--- config.mk ---
export PLATFORM = sky130hd
export DESIGN_NAME = sbsa_ctrl
export DESIGN_NICKNAME = d
export VERILOG_FILES = /design/src/hw/rtl/sbsa_pkg.sv /design/src/hw/rtl/sbsa_ctrl.sv
export SDC_FILE = /design/constraint.sdc
export NUM_CORES = 1
export LEC_CHECK = 0
export BUFFER_PORTS_ARGS = -buffer_cell sky130_fd_sc_hd__buf_2
export CAP_MARGIN = 0
export CELL_PAD_IN_SITES_DETAIL_PLACEMENT = 0
export CELL_PAD_IN_SITES_GLOBAL_PLACEMENT = 1
export CORE_UTILIZATION = 32
export DETAILED_ROUTE_END_ITERATION = 10
export GPL_ROUTABILITY_DRIVEN = 0
export PLACE_DENSITY = 0.79
export REMOVE_ABC_BUFFERS = 1
export SYNTH_ARGS = -nofsm -noshare
export SYNTH_HDL_FRONTEND = slang
export SYNTH_SLANG_ARGS = --single-unit
--- constraint.sdc ---
create_clock -name clk_i -period 1.6 [get_ports clk_i]
set_input_delay 0.24 -clock clk_i [delete_from_list [all_inputs] [get_ports clk_i]]
set_output_delay 0.24 -clock clk_i [all_outputs]
set_load 0.005 [all_outputs]
--- src/hw/rtl/sbsa_pkg.sv ---
`timescale 1ns / 1ps
// Shared types, constants and quotient/remainder helpers for the soft brush
// stamp accumulator. No dependencies.
package sbsa_pkg;

  localparam int CMD_W   = 2;
  localparam int POS_W   = 7;
  localparam int RDX_W   = 14;
  localparam int PIX_W   = 16;
  localparam int BRUSH_W = 9;
  localparam int RAD_W   = 8;    // radius = brush_size / 2
  localparam int RR_W    = 16;   // radius squared, also the remainder width
  localparam int QW      = 20;   // signed quotient width of the running profile terms
  localparam int NUM_W   = 26;   // divider dividend width, holds 81920 * 509
  localparam int IW      = 17;   // increment width, at most 81920
  localparam int CNT_W   = 9;    // column and row counters, up to 2r-1

  localparam logic [CMD_W-1:0] CMD_STAMP = 2'd0;
  localparam logic [CMD_W-1:0] CMD_CLEAR = 2'd1;
  localparam logic [CMD_W-1:0] CMD_READ  = 2'd2;

  localparam logic [BRUSH_W-1:0] BRUSH_RESET = 9'd50;
  localparam logic [IW-1:0]      PIX_ONE     = 17'd32768;
  localparam int                 GAIN        = 81920;
  localparam int                 GAIN2       = 163840;

  localparam logic signed [QW-1:0] Q_ONE     = 20'sd1;
  localparam logic signed [QW-1:0] Q_ROW0    = -20'sd81920;

  typedef struct packed {
    logic [CMD_W-1:0] command;
    logic [POS_W-1:0] pos_x;
    logic [POS_W-1:0] pos_y;
    logic [RDX_W-1:0] read_index;
  } in_t;

  typedef struct packed {
    logic             changed;
    logic [PIX_W-1:0] pixel_value;
  } out_t;

  typedef enum logic [1:0] {
    RES_NONE,
    RES_STAMP,
    RES_READ
  } res_e;

  // floor quotient and non-negative remainder of a value divided by r*r
  typedef struct packed {
    logic signed [QW-1:0] q;
    logic [RR_W-1:0]      r;
  } qr_t;

  typedef struct packed {
    logic capture;
    logic div_start;
    logic div_save;
    logic div_sel;
    logic setup;
    logic row_load;
    logic pix_step;
    logic sweep_step;
    logic rd_issue;
    logic res_load;
    res_e res_sel;
  } cmd_t;

  typedef struct packed {
    logic pos_ok;
    logic r_zero;
    logic div_done;
    logic col_last;
    logic row_last;
    logic sweep_last;
  } sts_t;

  function automatic qr_t qr_add(qr_t a, qr_t b, logic [RR_W-1:0] dv);
    qr_t         res;
    logic [RR_W:0] s;
    s     = {1'b0, a.r} + {1'b0, b.r};
    res.q = a.q + b.q;
    if (s >= {1'b0, dv}) begin
      s     = s - {1'b0, dv};
      res.q = res.q + Q_ONE;
    end
    res.r = s[RR_W-1:0];
    return res;
  endfunction

  function automatic qr_t qr_sub(qr_t a, qr_t b, logic [RR_W-1:0] dv);
    qr_t         res;
    logic [RR_W:0] s;
    s     = {1'b0, a.r} - {1'b0, b.r};
    res.q = a.q - b.q;
    if (s[RR_W]) begin
      s     = s + {1'b0, dv};
      res.q = res.q - Q_ONE;
    end
    res.r = s[RR_W-1:0];
    return res;
  endfunction

endpackage

--- src/hw/rtl/sbsa_ctrl.sv ---
`timescale 1ns / 1ps
// Controller state machine: sequences clear sweeps, reads, divisions and the
// stamp walk, and owns the handshake flags. Depends on sbsa_pkg.
module sbsa_ctrl (
  input  logic                      clk_i,
  input  logic                      rst_ni,
  input  logic                      in_valid_i,
  input  logic [sbsa_pkg::CMD_W-1:0] in_command_i,
  output logic                      in_stall_o,
  output logic                      out_valid_o,
  input  logic                      out_stall_i,
  input  sbsa_pkg::sts_t            sts_i,
  output sbsa_pkg::cmd_t            cmd_o
);
  import sbsa_pkg::*;

  localparam logic [3:0] ST_INIT = 4'd0;
  localparam logic [3:0] ST_IDLE = 4'd1;
  localparam logic [3:0] ST_CLR  = 4'd2;
  localparam logic [3:0] ST_RDI  = 4'd3;
  localparam logic [3:0] ST_D1S  = 4'd4;
  localparam logic [3:0] ST_D1W  = 4'd5;
  localparam logic [3:0] ST_D2S  = 4'd6;
  localparam logic [3:0] ST_D2W  = 4'd7;
  localparam logic [3:0] ST_ROW  = 4'd8;
  localparam logic [3:0] ST_PIX  = 4'd9;
  localparam logic [3:0] ST_RESP = 4'd10;

  logic [3:0] state_q, state_d;
  res_e       kind_q, kind_d;
  logic       out_valid_q, out_valid_d;

  always_comb begin
    state_d     = state_q;
    kind_d      = kind_q;
    out_valid_d = out_valid_q;
    cmd_o       = '0;
    cmd_o.res_sel = kind_q;
    if (out_valid_q && !out_stall_i) begin
      out_valid_d = 1'b0;
    end
    unique case (state_q)
      ST_INIT: begin
        cmd_o.sweep_step = 1'b1;
        if (sts_i.sweep_last) begin
          state_d = ST_IDLE;
        end
      end
      ST_IDLE: begin
        if (in_valid_i) begin
          cmd_o.capture = 1'b1;
          unique case (in_command_i)
            CMD_STAMP: begin
              if (!sts_i.pos_ok) begin
                kind_d  = RES_NONE;
                state_d = ST_RESP;
              end else if (sts_i.r_zero) begin
                kind_d  = RES_STAMP;
                state_d = ST_RESP;
              end else begin
                kind_d  = RES_STAMP;
                state_d = ST_D1S;
              end
            end
            CMD_CLEAR: begin
              kind_d  = RES_NONE;
              state_d = ST_CLR;
            end
            CMD_READ: begin
              kind_d  = RES_READ;
              state_d = ST_RDI;
            end
            default: begin
              kind_d  = RES_NONE;
              state_d = ST_RESP;
            end
          endcase
        end
      end
      ST_CLR: begin
        cmd_o.sweep_step = 1'b1;
        if (sts_i.sweep_last) begin
          state_d = ST_RESP;
        end
      end
      ST_RDI: begin
        cmd_o.rd_issue = 1'b1;
        state_d        = ST_RESP;
      end
      ST_D1S: begin
        cmd_o.div_start = 1'b1;
        state_d         = ST_D1W;
      end
      ST_D1W: begin
        if (sts_i.div_done) begin
          cmd_o.div_save = 1'b1;
          state_d        = ST_D2S;
        end
      end
      ST_D2S: begin
        cmd_o.div_start = 1'b1;
        cmd_o.div_sel   = 1'b1;
        state_d         = ST_D2W;
      end
      ST_D2W: begin
        cmd_o.div_sel = 1'b1;
        if (sts_i.div_done) begin
          cmd_o.div_save = 1'b1;
          cmd_o.setup    = 1'b1;
          state_d        = ST_ROW;
        end
      end
      ST_ROW: begin
        cmd_o.row_load = 1'b1;
        state_d        = ST_PIX;
      end
      ST_PIX: begin
        cmd_o.pix_step = 1'b1;
        if (sts_i.col_last) begin
          state_d = sts_i.row_last ? ST_RESP : ST_ROW;
        end
      end
      ST_RESP: begin
        if (!out_valid_q || !out_stall_i) begin
          cmd_o.res_load = 1'b1;
          out_valid_d    = 1'b1;
          state_d        = ST_IDLE;
        end
      end
      default: begin
        state_d = ST_IDLE;
      end
    endcase
  end

  always_ff @(posedge clk_i or negedge rst_ni) begin
    if (!rst_ni) begin
      state_q     <= ST_INIT;
      kind_q      <= RES_NONE;
      out_valid_q <= 1'b0;
    end else begin
      state_q     <= state_d;
      kind_q      <= kind_d;
      out_valid_q <= out_valid_d;
    end
  end

  assign in_stall_o  = state_q != ST_IDLE;
  assign out_valid_o = out_valid_q;

  a_no_overwrite: assert property (@(posedge clk_i) disable iff (!rst_ni)
    cmd_o.res_load |-> !(out_valid_q && out_stall_i))
    else $error("result register overwritten while held");

  a_init_done: assert property (@(posedge clk_i) disable iff (!rst_ni)
    (state_q == ST_INIT && state_d != ST_INIT) |-> sts_i.sweep_last)
    else $error("left the reset sweep before the last entry");

endmodule

== Word-level counts from Yosys, hierarchy flattened ==
Index checks and enable logic that the tools add are counted.

* Register bits: 7

* Equal/unequal tests: 20
* Muxes and demuxes: 30
* Reductions and logical operators: 12

{| class="wikitable"
|+ Operators by type and width
! cell !! number
|-
| $pmux W4 S11 || 1
|-
| $mux W4 || 9
|-
| $mux W1 || 17
|-
| $eq A4 B3 Y1 const B || 4
|-
| $ne A2 B2 Y1 const B || 7
|-
| $eq A4 B4 Y1 const B || 3
|-
| $pmux W4 S3 || 1
|-
| $eq A4 B2 Y1 const B || 2
|-
| $reduce_or A2 Y1 || 4
|-
| $reduce_and A7 Y1 || 1
|-
| $eq A4 B1 Y1 const B || 1
|-
| $logic_not A4 Y1 || 1
|-
| $ne A4 B1 Y1 const B || 1
|-
| $pmux W2 S2 || 1
|-
| $eq A2 B1 Y1 const B || 1
|-
| $eq A2 B2 Y1 const B || 1
|-
| $logic_not A1 Y1 || 2
|-
| $logic_not A2 Y1 || 1
|-
| $mux W2 || 1
|-
| $reduce_and A2 Y1 || 1
|-
| $logic_and A1 B1 Y1 || 1
|-
| $logic_or A1 B1 Y1 || 1
|}

== Longest topological paths before layout ==
Gate-level depths: netlist (run 1).

* Depth after elaboration: 5
* Depth in mapped cells: 6
* Mapped depth without buffers: 6

== Worst setup path before layout (run 1) ==
Ideal clock, no wire load.

* Path kind: reg2out
* Start point: register state_q[2]
* End point: output cmd_o[2] (netlist name)
* Arrival: 1.128 ns
* Data required time: 1.360 ns
* Setup slack: 0.232 ns
* Buffers on the path: 1
* Stages on the path, launching flop included: 6
* Cell sequence: dfrtp_1 buf_2 or2b_1 nor2_1 nand2_1 a21oi_1

{| class="wikitable"
|+ RTL lines
! item !! line !! text
|-
| start: declaration || sbsa_ctrl.sv:29 || <nowiki>logic [3:0] state_q, state_d;</nowiki>
|-
| start signal: assignment || sbsa_ctrl.sv:142 || <nowiki>state_q <= state_d;</nowiki>
|-
| end: declaration || sbsa_ctrl.sv:13 || <nowiki>output sbsa_pkg::cmd_t cmd_o</nowiki>
|}

== Final worst setup path (run 1) ==
* Start point: register state_q[2]
* End point: register state_q[1]

* Word-level cells in the longest chain between the ends: 3

{| class="wikitable"
|+ RTL lines
! item !! line !! text
|-
| $eq A4 B4 Y1 (tied with other cells) || sbsa_ctrl.sv:42 || <nowiki>unique case (state_q)</nowiki>
|-
| $ne A2 B2 Y1 (no line) || - ||
|-
| $reduce_and A7 Y1 (no line) || - ||
|}

Parallel ways exist; a longest one is shown, timed or not.
A chain may end at the register's enable or synchronous reset.

==> results of run 1 <==
-- flip-flops by register name, summed over array words and instances, names as in the netlist --
| signal | cells |
|---|---|
| out_valid_o | 1 |
| state_q | 4 |
| kind_q | 2 |
-- synth_stat cells (2+ instances only) --
library cell and count:
o21ai_0 4, o21a_1 2, nand2_1 9, ha_1 4, buf_2 4, nor2_1 3, a21oi_1 4, a21o_1 2
nor3_1 4, dfrtp_1 7, nor2b_1 5, a211oi_1 4, a31oi_1 2, inv_1 5
-- kinds of logic after synthesis --
kind of cell	Yosys count	share of synthesized area, %
AND/OR/NAND/NOR	31	27.7
buffers and inverters	10	7.43
multiplexers	1	1.81
flip-flops	7	28.1
AO/OA/AOI/OAI	25	26.9
adder cells (fa/ha/maj)	4	8.03
-- area by class of cell --
type,count,share of cell area (%)
Multi-Input combinational cell,61,48.5
Timing Repair Buffer,38,24.1
Clock buffer,4,2.81
Sequential cell,7,19.3
Inverter,5,2.01
Tap cell,25,3.34
-- timing repair --
item / 4_1_cts / 5_1_grt
setup buffers: 6 / 1
hold buffers: 1 / 0
gates resized for setup: 5 / 10
setup endpoints to repair: 4 / 10
gates cloned: 0 / 0
endpoints found under the hold margin: 7 / 0
-- power breakdown --
| part | switching (mW) | internal [mW] | leakage (nW) |
|---|---|---|---|
| Clock | 0.0657 | 0.0952 | 0.0150 |
| Combinational | 0.469 | 0.482 | 0.376 |
| Sequential | 0.104 | 0.262 | 0.0846 |
-- worst max-delay path: cells and delay by family (launching register included) --
family,cells,cell delay [ns]
AO/OA/AOI/OAI,3,0.44
flip-flops,1,0.42
buffers and inverters,2,0.31
AND/OR/NAND/NOR,1,0.29
-- worst paths after layout --
check / to / slack [ns] / cells after the start
max: state_q[1]$_DFFE_PN0P_ / 0.04 / 6
min: out_valid_o$_DFF_PN0_ / 0.24 / 3
max reg2reg: state_q[1]$_DFFE_PN0P_ / 0.04 / 6
min reg2reg: kind_q[0]$_DFFE_PN0P_ / 0.48 / 2
max in group asynchronous: state_q[1]$_DFFE_PN0P_ / 1.08 / 2
min in group asynchronous: out_valid_o$_DFF_PN0_ / 0.35 / 2
-- per-stage QoR --
| stage | setup slack [ns] | TNS [ns] | cells |
|---|---|---|---|
| 2_1_floorplan | 0.198 | 0 | 73 |
| 3_3_place_gp | 0.116 | 0 | 128 |
| 3_5_place_dp | 0.131 | 0 | 128 |
| 4_1_cts | 0.00801 | 0 | 139 |
| 5_1_grt | -0.0490 | -0.109 | 140 |
| 6_report | 0.0390 | 0 | 140 |
-- layer usage --
layer | part of all wire, % | wire, um | vias up | GRT usage (%)
met5 | 0 | 0 | - | 0
met4 | 0 | 0 | 0 | 1.76
met3 | 3.3 | 56 | 0 | 4.71
met2 | 53 | 911 | 15 | 26.2
met1 | 44 | 753 | 336 | 21.7
li1 | - | - | 355 | -
==> impl_results.md, run 1 <==
* Status: finished, final reports clean
* Sequential area share after synthesis at approximately 28%
* Largest net degree at the start of global routing at 12
* Slew @ Worst Pin at 0.379 ns
* CTS Buf Count at 3
* Leakage power at between 0.4 and 0.5 nW
* PnR Total Power at 1.48 mW
* Root Driver: clkbuf_4
* Seq cells post-synth at 7
* DRT iter0 DRCs at 8
* Final instance area at ~940 um^2
* Final Hold Viols at 0
* Die X at between 40 and 50 um
* Worst Skew at about 0.0040 ns
* Vias per Instance at approximately 5.0
* Commonest non-fill, non-tap cell in the layout: buf_2
* Vias in the first global route at about 570
* First-pass GRT wire length at around 2400 um
* CP Class: reg -> reg
* Starting Density at 34.9%
* Total wire length at approximately 1700 um
* Diode count at 0
* Fillers at 170
* Main flop type after synthesis: dfrtp_1
* Max rail drop VDD at a little under 0.0006 V
* Die Y at roughly 46 um
* Initial antenna violation count at 0
* Row cnt at 15
* Worst hold slack at 0.235 ns
* Final ANT Viol Nets at 0
* Synthesized area at a little over 600 um^2
* Worst min path class: in -> reg
* Most frequent CP cell: buf_4
* Async set-reset flop share out of synthesis at 100%
* Top-area cell type share of the netlist area at ~28%
* RSZ-0062 raised after global routing: yes
* Drt wl/cell at approximately 12 um
* Power per cell area at roughly 1600 nW/um^2
* Crit-path slowest cell: dfrtp_2
* Die area at 2130 um^2
* Reg area at between 150 and 200 um^2
* Core Box Area at 1780 um^2
* Pins over their slew limit at 0
* Pre-antenna DRT Iters at 4
* DP HPWL at between 1000 and 1500 um
* H-Tree Depth at 1
* Area of the multi-input gates at roughly 450 um^2
* Avg Inst Size Synth at 7.99 um^2
* Post-layout util at a little over half
* Max Root-Sink Buffers at 2
* Num Clock Sinks at 7
* Crit path time final at approximately 1.6 ns
* CP startpoint: state_q[2]$_DFFE_PN0P_
* Crit end category: flip-flop
* Synth-to-layout area growth at 50.2%
* Clock latency on the worst-skew pair at 0.25 ns
* Critical-path cell list: buf_4, buf_4, nor4b_1, a211o_1, a21oi_2, a22o_1
* Critical Path RT at about 1.7 ns
* Critical path fanouts, max at 4
* NumNets Final at around 130
* Placed cell area at 790 um^2
* CTS tree: built
* Yosys cell types at 33
* Fin crit share at between 90% and 100%
* Area leader, netlist: dfrtp_1
* MaxCap Viol Count at 0
* Yosys warning count at 0
* Final Setup Violations at 0
* RR Startpoint: state_q[2]$_DFFE_PN0P_
* CP Launch Type: flip-flop
* Clock-pin slew on the worst setup and hold paths at ~0.05 ns
* Layout cell share with drive strength beyond 1 at between 40% and 50%
* Post-synth EDFFs at 0
* Worst Hold Launch: out_stall_i
* Via count at 706
* Max Fclk at ~640 MHz
* Grt total ovfl at 0
* Most frequent cells in the layout: buf_2, buf_4, nand2_1, inv_1
* Crit path largest cell delay at 0.42 ns
* Synth area leaders: dfrtp_1, ha_1, nand2_1
* IO Port Bufs at 25
* Io pins at 26
* Tot GR Track Use at roughly 16%
* # DRC at 0
* Slew HR at between 70% and 80%
* Post-synthesis cell count at 78
* CP Data Arrival Time at about 1.7 ns
No activity file was read; power rests on OpenSTA's default activity.
==> run 2, diff against run 1 <==
Settings changed: ABC_AREA set to 1, CORE_UTILIZATION 32 to 31.
==> impl_results.md, run 2 <==
* Status: finished, final reports clean
* Leakage power at approximately 0.57 nW
* Clock-pin slew on the worst setup and hold paths at approximately 0.05 ns
* Post-synth EDFFs at 0
* Pre-antenna DRT Iters at 4
* DRT iter0 DRCs at 13
* Synthesized area at around 680 um^2
* Critical Path RT at 1.36 ns
* DP HPWL at 1330 um
* Final ANT Viol Nets at 0
* Io pins at 26
* RR Startpoint: state_q[2]$_DFFE_PN0P_
* Commonest cells post-synth: nand2_1, nor2_1, inv_1, dfrtp_1, nand3_1
* CTS tree: built
* Post-layout util at about half
* Final Setup Violations at 0
* Row cnt at 16
* Commonest non-fill, non-tap cell in the layout: nand2_1
* R2R cell count at 9
* Main flop type after synthesis: dfrtp_1
* CP Class: reg -> out
* Synth-to-layout area growth at 42.3%
* R2r setup slk at about 0.08 ns
* Sequential area share after synthesis at ~26%
* Worst min path class: in -> reg
* Total wire length at approximately 1800 um
* Worst Hold Launch: out_stall_i
* Yosys cell types at 18
* Vias in the first global route at about 730
* Root Driver: clkbuf_4
* First-pass GRT wire length at between 3000 and 4000 um
* IO Port Bufs at 25
* H-Tree Depth at 1
* Fillers at between 200 and 250
* CP Launch Type: flip-flop
* Starting Density at 33.9%
* Placed cell area at between 800 and 900 um^2
* Die area at between 2000 and 2500 um^2
* Layout cell share with drive strength beyond 1 at around 45%
* Vias per Instance at 4.65
* Critical path fanouts, max at 5
* Core Box Area at about 2000 um^2
* Top-area cell type share of the netlist area at around a quarter
* Max rail drop VDD at 0.000782 V
* Layout Cells excl Fill at ~170
* Slew @ Worst Pin at 0.208 ns
* Crit path time final at ~1.5 ns
* Crit end category: output pin
* Largest net degree at the start of global routing at 9
* Fin crit share at about 96%
* Die Y at slightly below 50 um
* Seq cells post-synth at 7
* NumNets Final at approximately 160
* Initial antenna violation count at 0
* Max Fclk at around 650 MHz
* Hold path cells at 3
* Avg Inst Size Synth at 6.46 um^2
* Number of flip-flops in the largest register at 4
* Register with the most flip-flops: state_q
* Tot GR Track Use at between 10% and 20%
* Power per cell area at between 1500 and 2000 nW/um^2
* MaxCap Viol Count at 0
* Worst Skew at about 0.0024 ns
* Post-synthesis cell count at ~110
* CP Data Arrival Time at about 1.3 ns
* Clock latency on the worst-skew pair at 0.25 ns
* Die X at a little under 50 um
* Diode count at 0
* Grt total ovfl at 0
* Final instance area at 965 um^2
* Dpl cells at approximately 160
* Slew HR at around 86%
* R2R Path End: state_q[0]$_DFFE_PN0P_
* Area leader, netlist: dfrtp_1
* Yosys warning count at 0
* Async set-reset flop share out of synthesis at 100%
* Final Hold Viols at 0
* # DRC at 0
* Num Clock Sinks at 7
* CTS Buf Count at 3
* Synth area leaders: dfrtp_1, nand2_1, ha_1
* Max Root-Sink Buffers at 2
* Drt wl/cell at roughly 10 um
* Via count at 799
* Pins over their slew limit at 0
* Most frequent cells in the layout: nand2_1, buf_2, nor2_1, buf_4, inv_1
* Most common cell in the netlist: nand2_1
* Hold EP: out_valid_o$_DFF_PN0_
run 2: changes by cell type after synthesis, moves of 5 or more:
cell | previous run | this run
nor2_1 | 3 | 13
inv_2 | 0 | 6
nor2b_1 | 5 | 0
nand3_1 | 1 | 7
nand2_1 | 9 | 34
nor2_2 | 0 | 5
run 2: worst max path at each step:
| stage | from | end | slack (ns) |
|---|---|---|---|
| finish | state_q[2]$_DFFE_PN0P_ | cmd_o[11] | 0.06 |
| global route | state_q[2]$_DFFE_PN0P_ | cmd_o[11] | -0.02 |
| global placement | state_q[3]$_DFFE_PN0P_ | cmd_o[11] | 0.23 |
| floorplan | state_q[1]$_DFFE_PN0P_ | cmd_o[11] | 0.41 |
| detailed placement | state_q[3]$_DFFE_PN0P_ | cmd_o[11] | 0.22 |
| CTS | state_q[3]$_DFFE_PN0P_ | cmd_o[11] | 0.01 |
run 2: layer usage:
metal	GRT usage [%]	wire, um
met1	19.6	706
met4	5.88	34
met5	0	0
met2	29.4	915
met3	4.05	96
run 2: timing repair:
action / in CTS / in global routing
pin swaps: 1 / 2
buffers inserted: 1 / 10
hold buffers: 1 / 0
hold endpoints to repair: 7 / 0
endpoints found under the setup margin: 2 / 5
cloned: 0 / 0
gates resized for setup: 1 / 8
run 2: area by class of cell:
cell class                 instances  area (um^2)  area share (%)
clock buffer                       4         26.3            2.72
sequential                         7          178            18.4
tap                               27         33.8            3.50
multi-input combinational         82          448            46.4
inverter                          15         61.3            6.36
timing repair buffer              37          218            22.6
run 2: logic make-up after synthesis:
logic type,after synthesis,synth area share (%)
buffers and inverters,16,9.96
AND/OR/NAND/NOR,73,52.4
adder cells (fa/ha/maj),4,7.38
flip-flops,7,25.8
AO/OA/AOI/OAI,5,4.43
run 2: worst max-delay path, stage by stage, from the launching register on:
cell,delay [ns]
dfrtp_1,0.43
inv_2,0.13
nand2_4,0.08
nor2_4,0.13
inv_2,0.07
nor2_2,0.09
buf_2,0.12
run 2: power by group:
group | total [mW] | switching [mW] | internal, mW
logic | 0.974 | 0.562 | 0.412
registers | 0.347 | 0.0892 | 0.258
clock network | 0.156 | 0.0609 | 0.0949
total | 1.48 | 0.712 | 0.765
run 2: per-stage QoR:
step | hold WS, ns | setup slack (ns) | setup TNS (ns) | power (mW)
4_1_cts | 0.220 | 0.0121 | 0 | 1.34
5_1_grt | 0.230 | -0.0172 | -0.0352 | 1.64
6_report | 0.220 | 0.0638 | 0 | 1.48
3_5_place_dp | 0.0771 | 0.217 | 0 | 1.15
3_3_place_gp | 0.0804 | 0.230 | 0 | 1.15
2_1_floorplan | -0.0556 | 0.414 | 0 | 0.911
